`config.mk`:
```
export PLATFORM = sky130hd
export DESIGN_NAME = rgba_over_nv12_pixel_blend_unit
export DESIGN_NICKNAME = d
export VERILOG_FILES = /design/src/rgbablend_pkg.sv /design/src/rgbablend_csc.sv /design/src/rgba_over_nv12_pixel_blend_unit.sv
export SDC_FILE = /design/constraint.sdc
export NUM_CORES = 2
export LEC_CHECK = 0
export ABC_AREA = 0
export BUFFER_PORTS_ARGS = -buffer_cell sky130_fd_sc_hd__clkbuf_2
export CAP_MARGIN = 20
export CORE_AREA = 2 2 379 381
export DETAILED_ROUTE_END_ITERATION = 7
export DIE_AREA = 0 0 381 383
export MAX_ROUTING_LAYER = met4
export PLACE_DENSITY = 0.74
export SYNTH_ARGS = -nofsm -noshare
export SYNTH_HDL_FRONTEND = slang
export SYNTH_SLANG_ARGS = --single-unit
```
`constraint.sdc`:
```
create_clock -name clock -period 6.12 [get_ports clock]
set_input_delay 0.612 -clock clock [delete_from_list [all_inputs] [get_ports clock]]
set_output_delay 0.612 -clock clock [all_outputs]
set_load 0.03 [all_outputs]
```
`src/rgbablend_pkg.sv`:
```
// Shared constants, types and helpers for the RGBA-over-NV12 pixel blender.
package rgbablend_pkg;

   localparam int DIM_W = 13;
   localparam logic [DIM_W-1:0] FRAME_DIM_MAX = 13'd4096;

   localparam logic [DIM_W-1:0] WIDTH_RESET  = 13'd1920;
   localparam logic [DIM_W-1:0] HEIGHT_RESET = 13'd1080;

   localparam int LUMA_ADDR_W   = 24;
   localparam int CHROMA_ADDR_W = 25;

   // Register indexes on the csr channel
   localparam logic [1:0] CSR_FRAME_WIDTH  = 2'd0;
   localparam logic [1:0] CSR_FRAME_HEIGHT = 2'd1;
   localparam logic [1:0] CSR_CHROMA_ORDER = 2'd2;

   // BT.601 coefficients, Q16
   localparam logic [15:0] K_YR = 16'd19595;
   localparam logic [15:0] K_YG = 16'd38470;
   localparam logic [15:0] K_YB = 16'd7471;
   localparam logic [15:0] K_UR = 16'd11076;
   localparam logic [15:0] K_UG = 16'd21692;
   localparam logic [15:0] K_VG = 16'd27460;
   localparam logic [15:0] K_VB = 16'd5308;
   localparam logic [24:0] UV_OFFSET = 25'd8388608;

   // Load enables of the two conversion stages
   typedef struct packed {
      logic s1_load;
      logic s2_load;
   } csc_ctl_type;

   typedef struct packed {
      logic [7:0] luma;
      logic [7:0] cb;
      logic [7:0] cr;
   } yuv_type;

   // Exact floor(n / 255) for n <= 255 * 255
   function automatic logic [7:0] div255(input logic [15:0] n);
      logic [16:0] t;
      t = {1'b0, n} + {9'd0, n[15:8]} + 17'd1;
      return t[15:8];
   endfunction

endpackage

```
`src/rgbablend_csc.sv`:
```
// Two-stage RGB to BT.601 YUV converter with Q16 constant coefficients.
module rgbablend_csc (
   input  logic                      clock,
   input  rgbablend_pkg::csc_ctl_type ctl,
   input  logic [7:0]                red,
   input  logic [7:0]                green,
   input  logic [7:0]                blue,
   output rgbablend_pkg::yuv_type    yuv
);

   logic [23:0] yr_ff, yg_ff, yb_ff;
   logic [23:0] ur_ff, ug_ff, vg_ff, vb_ff;
   logic [7:0]  red_ff, blue_ff;
   logic [24:0] y_sum, u_sum, v_sum;
   rgbablend_pkg::yuv_type yuv_ff;

   always_ff @(posedge clock) begin
      if (ctl.s1_load) begin
         yr_ff   <= 24'(red)   * 24'(rgbablend_pkg::K_YR);
         yg_ff   <= 24'(green) * 24'(rgbablend_pkg::K_YG);
         yb_ff   <= 24'(blue)  * 24'(rgbablend_pkg::K_YB);
         ur_ff   <= 24'(red)   * 24'(rgbablend_pkg::K_UR);
         ug_ff   <= 24'(green) * 24'(rgbablend_pkg::K_UG);
         vg_ff   <= 24'(green) * 24'(rgbablend_pkg::K_VG);
         vb_ff   <= 24'(blue)  * 24'(rgbablend_pkg::K_VB);
         red_ff  <= red;
         blue_ff <= blue;
      end
   end

   // Sums never go negative and stay below 2^24, so bits 23:16 are the result
   always_comb begin
      y_sum = {1'b0, yr_ff} + {1'b0, yg_ff} + {1'b0, yb_ff};
      u_sum = {2'b0, blue_ff, 15'd0} + rgbablend_pkg::UV_OFFSET
              - {1'b0, ur_ff} - {1'b0, ug_ff};
      v_sum = {2'b0, red_ff, 15'd0} + rgbablend_pkg::UV_OFFSET
              - {1'b0, vg_ff} - {1'b0, vb_ff};
   end

   always_ff @(posedge clock) begin
      if (ctl.s2_load) begin
         yuv_ff.luma <= y_sum[23:16];
         yuv_ff.cb   <= u_sum[23:16];
         yuv_ff.cr   <= v_sum[23:16];
      end
   end

   assign yuv = yuv_ff;

endmodule

```
`src/rgba_over_nv12_pixel_blend_unit.sv`:
```
// Top level: RGBA over NV12/NV21 pixel blender, four-stage pipeline.
//
//   channel | direction | payload
//   --------+-----------+------------------------------------------------------
//   req_    | in        | tdata: position, RGBA, old luma and chroma pair
//   rsp_    | out       | tdata: blended bytes and addresses; tuser: write flags
//   csr_    | in        | csr_index/csr_data register write, always ready
//
// One transaction per cycle is sustained while rsp_tready stays high. Stages:
// color products and frame test; YUV sums, chroma row product and luma address;
// blend products and chroma address; divide by 255 into rsp. Each stage takes new
// data when empty or when the next one moves, so bubbles close up under a stall.
// Reset is synchronous and clears valid bits and config.
module rgba_over_nv12_pixel_blend_unit (
   input  logic        clock,
   input  logic        reset,
   input  logic        req_tvalid,
   output logic        req_tready,
   // pos_x[12:0] pos_y[25:13] src_red[33:26] src_green[41:34] src_blue[49:42]
   // src_alpha[57:50] old_luma[65:58] old_chroma_first[73:66]
   // old_chroma_second[81:74], zero fill to 88
   input  logic [87:0] req_tdata,
   output logic        rsp_tvalid,
   input  logic        rsp_tready,
   // new_luma[7:0] luma_address[31:8] new_chroma_first[39:32]
   // new_chroma_second[47:40] chroma_address[72:48], zero fill to 80
   output logic [79:0] rsp_tdata,
   // luma_write[0] chroma_write[1]
   output logic [1:0]  rsp_tuser,
   input  logic        csr_valid,
   output logic        csr_ready,
   input  logic [1:0]  csr_index,
   input  logic [12:0] csr_data
);

   localparam int DW = rgbablend_pkg::DIM_W;

   // configuration
   logic [DW-1:0] width_ff, height_ff;
   logic          order_ff;
   logic [DW-1:0] w_sat, h_sat;
   logic [rgbablend_pkg::CHROMA_ADDR_W-1:0] wh_ff;
   logic [25:0]   wh_in;

   assign csr_ready = 1'b1;

   always_ff @(posedge clock) begin
      if (reset) begin
         width_ff  <= rgbablend_pkg::WIDTH_RESET;
         height_ff <= rgbablend_pkg::HEIGHT_RESET;
         order_ff  <= 1'b0;
      end else if (csr_valid) begin
         case (csr_index)
            rgbablend_pkg::CSR_FRAME_WIDTH:  width_ff  <= csr_data;
            rgbablend_pkg::CSR_FRAME_HEIGHT: height_ff <= csr_data;
            rgbablend_pkg::CSR_CHROMA_ORDER: order_ff  <= csr_data[0];
            default: ;
         endcase
      end
   end

   always_comb begin
      w_sat = (width_ff > rgbablend_pkg::FRAME_DIM_MAX) ? rgbablend_pkg::FRAME_DIM_MAX
                                                        : width_ff;
      h_sat = (height_ff > rgbablend_pkg::FRAME_DIM_MAX) ? rgbablend_pkg::FRAME_DIM_MAX
                                                         : height_ff;
      wh_in = 26'(w_sat) * 26'(h_sat);
   end

   // frame size product is only needed from stage 3 on
   always_ff @(posedge clock) begin
      wh_ff <= wh_in[rgbablend_pkg::CHROMA_ADDR_W-1:0];
   end

   // stage control
   logic v1_ff, v2_ff, v3_ff, v4_ff;
   logic v1_in, v2_in, v3_in, v4_in;
   logic ld1, ld2, ld3, ld4;

   assign ld4 = !v4_ff || rsp_tready;
   assign ld3 = !v3_ff || ld4;
   assign ld2 = !v2_ff || ld3;
   assign ld1 = !v1_ff || ld2;
   assign req_tready = ld1;

   always_comb begin
      v1_in = ld1 ? req_tvalid : v1_ff;
      v2_in = ld2 ? v1_ff : v2_ff;
      v3_in = ld3 ? v2_ff : v3_ff;
      v4_in = ld4 ? v3_ff : v4_ff;
   end

   always_ff @(posedge clock) begin
      if (reset) begin
         v1_ff <= 1'b0;
         v2_ff <= 1'b0;
         v3_ff <= 1'b0;
         v4_ff <= 1'b0;
      end else begin
         v1_ff <= v1_in;
         v2_ff <= v2_in;
         v3_ff <= v3_in;
         v4_ff <= v4_in;
      end
   end

   // input unpack
   logic [12:0] in_x, in_y;
   logic [7:0]  in_red, in_green, in_blue, in_alpha, in_luma, in_c0, in_c1;
   logic        in_frame;
   logic [24:0] luma_prod;

   always_comb begin
      in_x     = req_tdata[12:0];
      in_y     = req_tdata[25:13];
      in_red   = req_tdata[33:26];
      in_green = req_tdata[41:34];
      in_blue  = req_tdata[49:42];
      in_alpha = req_tdata[57:50];
      in_luma  = req_tdata[65:58];
      in_c0    = req_tdata[73:66];
      in_c1    = req_tdata[81:74];
      // negative coordinates fail on the sign bit; inside, 12 bits suffice
      in_frame = !in_x[12] && !in_y[12]
                 && ({1'b0, in_x[11:0]} < w_sat) && ({1'b0, in_y[11:0]} < h_sat)
                 && (in_alpha != 8'd0);
      luma_prod = 25'(in_y[11:0]) * 25'(w_sat);
   end

   // color conversion runs alongside stages 1 and 2
   rgbablend_pkg::csc_ctl_type csc_ctl;
   rgbablend_pkg::yuv_type     yuv;

   assign csc_ctl.s1_load = ld1;
   assign csc_ctl.s2_load = ld2;

   rgbablend_csc u_csc (
      .clock (clock),
      .ctl   (csc_ctl),
      .red   (in_red),
      .green (in_green),
      .blue  (in_blue),
      .yuv   (yuv)
   );

   // stage 1
   logic        s1_lw_ff, s1_cw_ff;
   logic [7:0]  s1_alpha_ff, s1_luma_ff, s1_c0_ff, s1_c1_ff;
   logic [10:0] s1_xh_ff, s1_yh_ff;
   logic        s1_x0_ff;
   logic [rgbablend_pkg::LUMA_ADDR_W-1:0] s1_laddr_ff;

   always_ff @(posedge clock) begin
      if (ld1) begin
         s1_lw_ff    <= in_frame;
         s1_cw_ff    <= in_frame && !in_x[0] && !in_y[0];
         s1_alpha_ff <= in_alpha;
         s1_luma_ff  <= in_luma;
         s1_c0_ff    <= in_c0;
         s1_c1_ff    <= in_c1;
         s1_xh_ff    <= in_x[11:1];
         s1_x0_ff    <= in_x[0];
         s1_yh_ff    <= in_y[11:1];
         s1_laddr_ff <= luma_prod[rgbablend_pkg::LUMA_ADDR_W-1:0];
      end
   end

   // stage 2
   logic        s2_lw_ff, s2_cw_ff;
   logic [7:0]  s2_alpha_ff, s2_luma_ff, s2_c0_ff, s2_c1_ff;
   logic [10:0] s2_xh_ff;
   logic [rgbablend_pkg::LUMA_ADDR_W-1:0] s2_laddr_ff;
   logic [23:0] s2_crow_ff;
   logic [23:0] crow_in;

   assign crow_in = 24'(s1_yh_ff) * 24'(w_sat);

   always_ff @(posedge clock) begin
      if (ld2) begin
         s2_lw_ff    <= s1_lw_ff;
         s2_cw_ff    <= s1_cw_ff;
         s2_alpha_ff <= s1_alpha_ff;
         s2_luma_ff  <= s1_luma_ff;
         s2_c0_ff    <= s1_c0_ff;
         s2_c1_ff    <= s1_c1_ff;
         s2_xh_ff    <= s1_xh_ff;
         s2_laddr_ff <= s1_laddr_ff
                        + rgbablend_pkg::LUMA_ADDR_W'({s1_xh_ff, s1_x0_ff});
         s2_crow_ff  <= crow_in;
      end
   end

   // stage 3: blend numerators and chroma address
   logic [7:0]  inv_alpha, new_c0, new_c1;
   logic [15:0] ly_in, c0_in, c1_in;
   logic [rgbablend_pkg::CHROMA_ADDR_W-1:0] caddr_in;
   logic        s3_lw_ff, s3_cw_ff;
   logic [15:0] s3_ly_ff, s3_c0_ff, s3_c1_ff;
   logic [rgbablend_pkg::LUMA_ADDR_W-1:0]   s3_laddr_ff;
   logic [rgbablend_pkg::CHROMA_ADDR_W-1:0] s3_caddr_ff;

   always_comb begin
      inv_alpha = ~s2_alpha_ff;  // 255 - alpha
      new_c0 = order_ff ? yuv.cr : yuv.cb;
      new_c1 = order_ff ? yuv.cb : yuv.cr;
      // each sum is at most 255 * 255
      ly_in = 16'(s2_luma_ff) * 16'(inv_alpha) + 16'(yuv.luma) * 16'(s2_alpha_ff);
      c0_in = 16'(s2_c0_ff) * 16'(inv_alpha) + 16'(new_c0) * 16'(s2_alpha_ff);
      c1_in = 16'(s2_c1_ff) * 16'(inv_alpha) + 16'(new_c1) * 16'(s2_alpha_ff);
      caddr_in = wh_ff + {1'b0, s2_crow_ff}
                 + rgbablend_pkg::CHROMA_ADDR_W'({s2_xh_ff, 1'b0});
   end

   always_ff @(posedge clock) begin
      if (ld3) begin
         s3_lw_ff    <= s2_lw_ff;
         s3_cw_ff    <= s2_cw_ff;
         s3_ly_ff    <= ly_in;
         s3_c0_ff    <= c0_in;
         s3_c1_ff    <= c1_in;
         s3_laddr_ff <= s2_laddr_ff;
         s3_caddr_ff <= caddr_in;
      end
   end

   // stage 4: divide by 255, zero the fields that are not written
   logic [7:0]  rsp_luma_ff, rsp_c0_ff, rsp_c1_ff;
   logic [rgbablend_pkg::LUMA_ADDR_W-1:0]   rsp_laddr_ff;
   logic [rgbablend_pkg::CHROMA_ADDR_W-1:0] rsp_caddr_ff;
   logic        rsp_lw_ff, rsp_cw_ff;

   always_ff @(posedge clock) begin
      if (ld4) begin
         rsp_lw_ff    <= s3_lw_ff;
         rsp_cw_ff    <= s3_cw_ff;
         rsp_luma_ff  <= s3_lw_ff ? rgbablend_pkg::div255(s3_ly_ff) : 8'd0;
         rsp_laddr_ff <= s3_lw_ff ? s3_laddr_ff : '0;
         rsp_c0_ff    <= s3_cw_ff ? rgbablend_pkg::div255(s3_c0_ff) : 8'd0;
         rsp_c1_ff    <= s3_cw_ff ? rgbablend_pkg::div255(s3_c1_ff) : 8'd0;
         rsp_caddr_ff <= s3_cw_ff ? s3_caddr_ff : '0;
      end
   end

   assign rsp_tvalid = v4_ff;
   assign rsp_tuser  = {rsp_cw_ff, rsp_lw_ff};
   assign rsp_tdata  = {7'd0, rsp_caddr_ff, rsp_c1_ff, rsp_c0_ff, rsp_laddr_ff,
                        rsp_luma_ff};

endmodule

```
==> metrics.md <==
| Metric | Value |
|---|---|
| Status | `complete, no violations` |
| Post-DP HPWL | `119 mm` |
| Vias in the first global route | `45.2k` |
| Synth Area in Compound Gates | `7.13%` |
| Gr usage total | `21.4%` |
| CP required | `6.55 ns` |
| Largest family of logic cells by synthesized area | `adder cells` |
| Post-Syn Area per Cell | `10.4 sq um` |
| CTS tree | `built` |
| Via/cell ratio | `5.21` |
| Critical Path, Cell by Cell | `buf_4 -> nor2b_2 -> buf_12 -> and2_1 -> fa_1 -> fa_1 -> fa_1 -> fa_1 -> inv_1 -> fa_1 -> inv_1 -> ha_1 -> a21o_1 -> a221oi_1 -> o31ai_1 -> a311oi_1 -> o31ai_1 -> a21oi_1 -> xnor2_1` |
| Clk root buf | `clkbuf_16` |
| H-tree levels | `3` |
| # DRC | `0` |
| YS warnings | `0` |
| Max Clk Rate | `167 MHz` |
| Crit path max fanout | `32` |
| Worst-Skew Late Latency | `0.68 ns` |
| Routed via count | `43.2k` |
| Max stage delay cell, worst path | `a311oi_1` |
| Slew HR | `29.3%` |
| Post-CTS Hold Fix Bufs | `0` |
| Clk buf depth | `3` |
| CP most frequent cell | `fa_1` |
| Maxcap violations | `0` |
| Met3 wire len | `8.24 mm` |
| Row cnt | `139` |
| Commonest non-fill, non-tap cell in the layout | `inv_1` |
| Layout area overhead | `9.84%` |
| EDFF count, synth | `516` |
| Post-synthesis sequential area ratio | `26.2%` |
| Clk sinks | `572` |
| Crit path launch | `width_ff[12]` |
| Final nets | `8104` |
| Finished Core Util | `49.0%` |
| Core area | `0.142 sq mm` |
| DR iter-0 viols | `2943` |
| Hold Vio Cnt, Final | `0` |
| Port Buffers | `178` |
| Cell variety after synth | `79` |
| Minimum clock period | `5.99 ns` |
| Async set or reset register ratio after synthesis | `0%` |
| First-pass GRT wire length | `241 mm` |
| Router iterations before antenna repair | `5` |
| Setup repair after global routing missed its margin | `yes` |
| Crit share post-route | `97.9%` |
| Post-Syn Instances | `6114` |
| Hold_sp | `req_tdata[64]` |
| WP buf/inv | `4` |
| Cell area after synthesis | `0.0635 sq mm` |
| Synth Area in XOR/XNOR | `3.79%` |
| Multiplexer share of the synthesized area | `0.337%` |
| Most used flip-flop cell after synthesis | `edfxtp_1` |
| Fillers | `12.8k` |
| Clock skew | `0.0418 ns` |
| Synth Area in Adders | `42.1%` |
| Die Footprint | `0.146 sq mm` |
| Startpoint Class | `flop` |
| Synth Register Bits | `572` |
| CP Capture Type | `flop` |
| Clk pin slew, worst setup/hold paths | `0.06 ns` |
| Min-Delay Path Class | `in2reg` |
| Family with the most delay on the worst path | `adder cells` |
| CP Data Arrival Time | `6.42 ns` |
| Final ANT Viol Nets | `0` |
| M1 WL | `65.6 mm` |
| Num CTS Buffers | `70` |
| WL per Instance | `17.9 microns` |
| Post-Synth Simple-Gate Area | `12.5%` |
| RR Startpoint | `width_ff[12]` |
| Die height | `383 microns` |
| Fraction of layout cells with a size suffix above 1 | `7.43%` |
| Most frequent cells in the layout | `inv_1, ha_1, fa_1, edfxtp_1, nand2_1` |
| Pin count of the biggest net entering global routing | `176` |
| Initial Util | `44.7%` |
| Gr ovfl total | `0` |
| Max Used Layer | `met4` |
| Slew @ Worst Pin | `1.06 ns` |
| Setup violators final | `0` |
| # IOs | `193` |
| Die Width | `381 microns` |
| DRT Wirelength | `149 mm` |
| Crit path largest cell delay | `0.54 ns` |
| Worst setup path class | `reg2reg` |
| Placer Congestion | `0.925` |
| Initial antenna violation count | `13` |
| Total length of routed met2 wires | `70.5 mm` |
| Slew Viols, Final | `0` |
flip-flops by register name, summed over array words and instances (netlist names), 20 cells and up:
name	count
rsp_caddr_ff	25
rsp_laddr_ff	24
s1_laddr_ff	24
s2_crow_ff	24
s2_laddr_ff	24
s3_caddr_ff	25
s3_laddr_ff	24
u_csc.ug_ff	21
u_csc.vg_ff	20
u_csc.yb_ff	20
u_csc.yg_ff	21
u_csc.yr_ff	22
u_csc.yuv	24
wh_ff	25
worst reg2reg max path, stage by stage, from the launching register on:
cell and delay (ns):
dfxtp_4 0.47, buf_4 0.29, nor2b_2 0.08, buf_12 0.17, and2_1 0.23, fa_1 0.50
fa_1 0.44, fa_1 0.40, fa_1 0.51, inv_1 0.05, fa_1 0.47, inv_1 0.05
ha_1 0.35, a21o_1 0.24, a221oi_1 0.36, o31ai_1 0.20, a311oi_1 0.54, o31ai_1 0.13
a21oi_1 0.20, xnor2_1 0.08
worst paths after layout:
kind | to | slack [ns] | depth (start not counted)
hold / removal | s1_luma_ff[6] | 0.12 | 1
hold reg to reg | s3_laddr_ff[3] | 0.42 | 0
setup reg to reg | s2_crow_ff[22] | 0.13 | 19
setup / recovery | s2_crow_ff[22] | 0.13 | 19
metal layers:
layer	track usage, %	vias up
met2	34.1	1156
li1	-	20300
met1	28.1	21500
met3	3.17	229
met5	-	-
met4	6.73	0
cells in the mapped netlist (all sizes together) (12+ instances only):
master,instances,share of area [%]
inv,1183,7.0
nor2b,177,1.7
xor2,68,0.94
and3,22,0.22
nor4,12,0.12
a31oi,26,0.29
nand3,45,0.35
clkbuf,145,0.86
a21oi,211,1.7
dfxtp,56,1.8
nand3b,12,0.14
buf,14,0.14
xnor2,207,2.9
o21bai,24,0.28
nand2b,140,1.4
ha,882,17
a211oi,25,0.30
and2,299,2.9
fa,784,25
nand2,479,2.8
and4,12,0.17
nor3,57,0.46
o211ai,32,0.38
o21ai,113,0.89
edfxtp,516,24
o21a,47,0.56
nand4,39,0.38
nor2,212,1.3
a21o,82,0.97
cell type report:
cell class                 count  area [sq um]  area share [%]
antenna                        8          20.0          0.0287
clock buffer                  89          1950            2.79
clock inverter                35           388           0.556
inverter                    1186          4460            6.39
multi-input combinational   4206         42000            60.2
sequential                   572         16600            23.8
tap                         1903          2380            3.41
timing repair buffer         294          1970            2.83
kinds of logic after synthesis:
family                   after synthesis
other                                  2
buffers and inverters               1345
AND/OR/NAND/NOR                     1550
AO/OA/AOI/OAI                        684
adder cells (fa/ha/maj)             1666
flip-flops                           572
XOR/XNOR                             275
multiplexers                          20
what timing repair did:
item	4_1_cts	5_1_grt
gates resized for setup	0	20
endpoints found under the setup margin	0	21
setup buffers	0	0
metrics by stage:
step | std cells | cell area (sq um) | TNS (ns) | setup slack (ns) | hold slack [ns]
after CTS | 8285 | 69700 | 0 | 0.0102 | 0.0712
after global placement | 8161 | 67300 | 0 | 0.0913 | 0.401
after global routing | 8293 | 69800 | -0.00672 | -0.00672 | 0.0893
after detailed placement | 8161 | 67300 | 0 | 0.0341 | 0.405
final | 8293 | 69800 | 0 | 0.131 | 0.118
after floorplan | 6123 | 63600 | 0 | 0.159 | 0.400
Power is left out: the tool's default activity adds up to more than one toggle a clock period on the data nets, which glitch-free logic cannot reach.
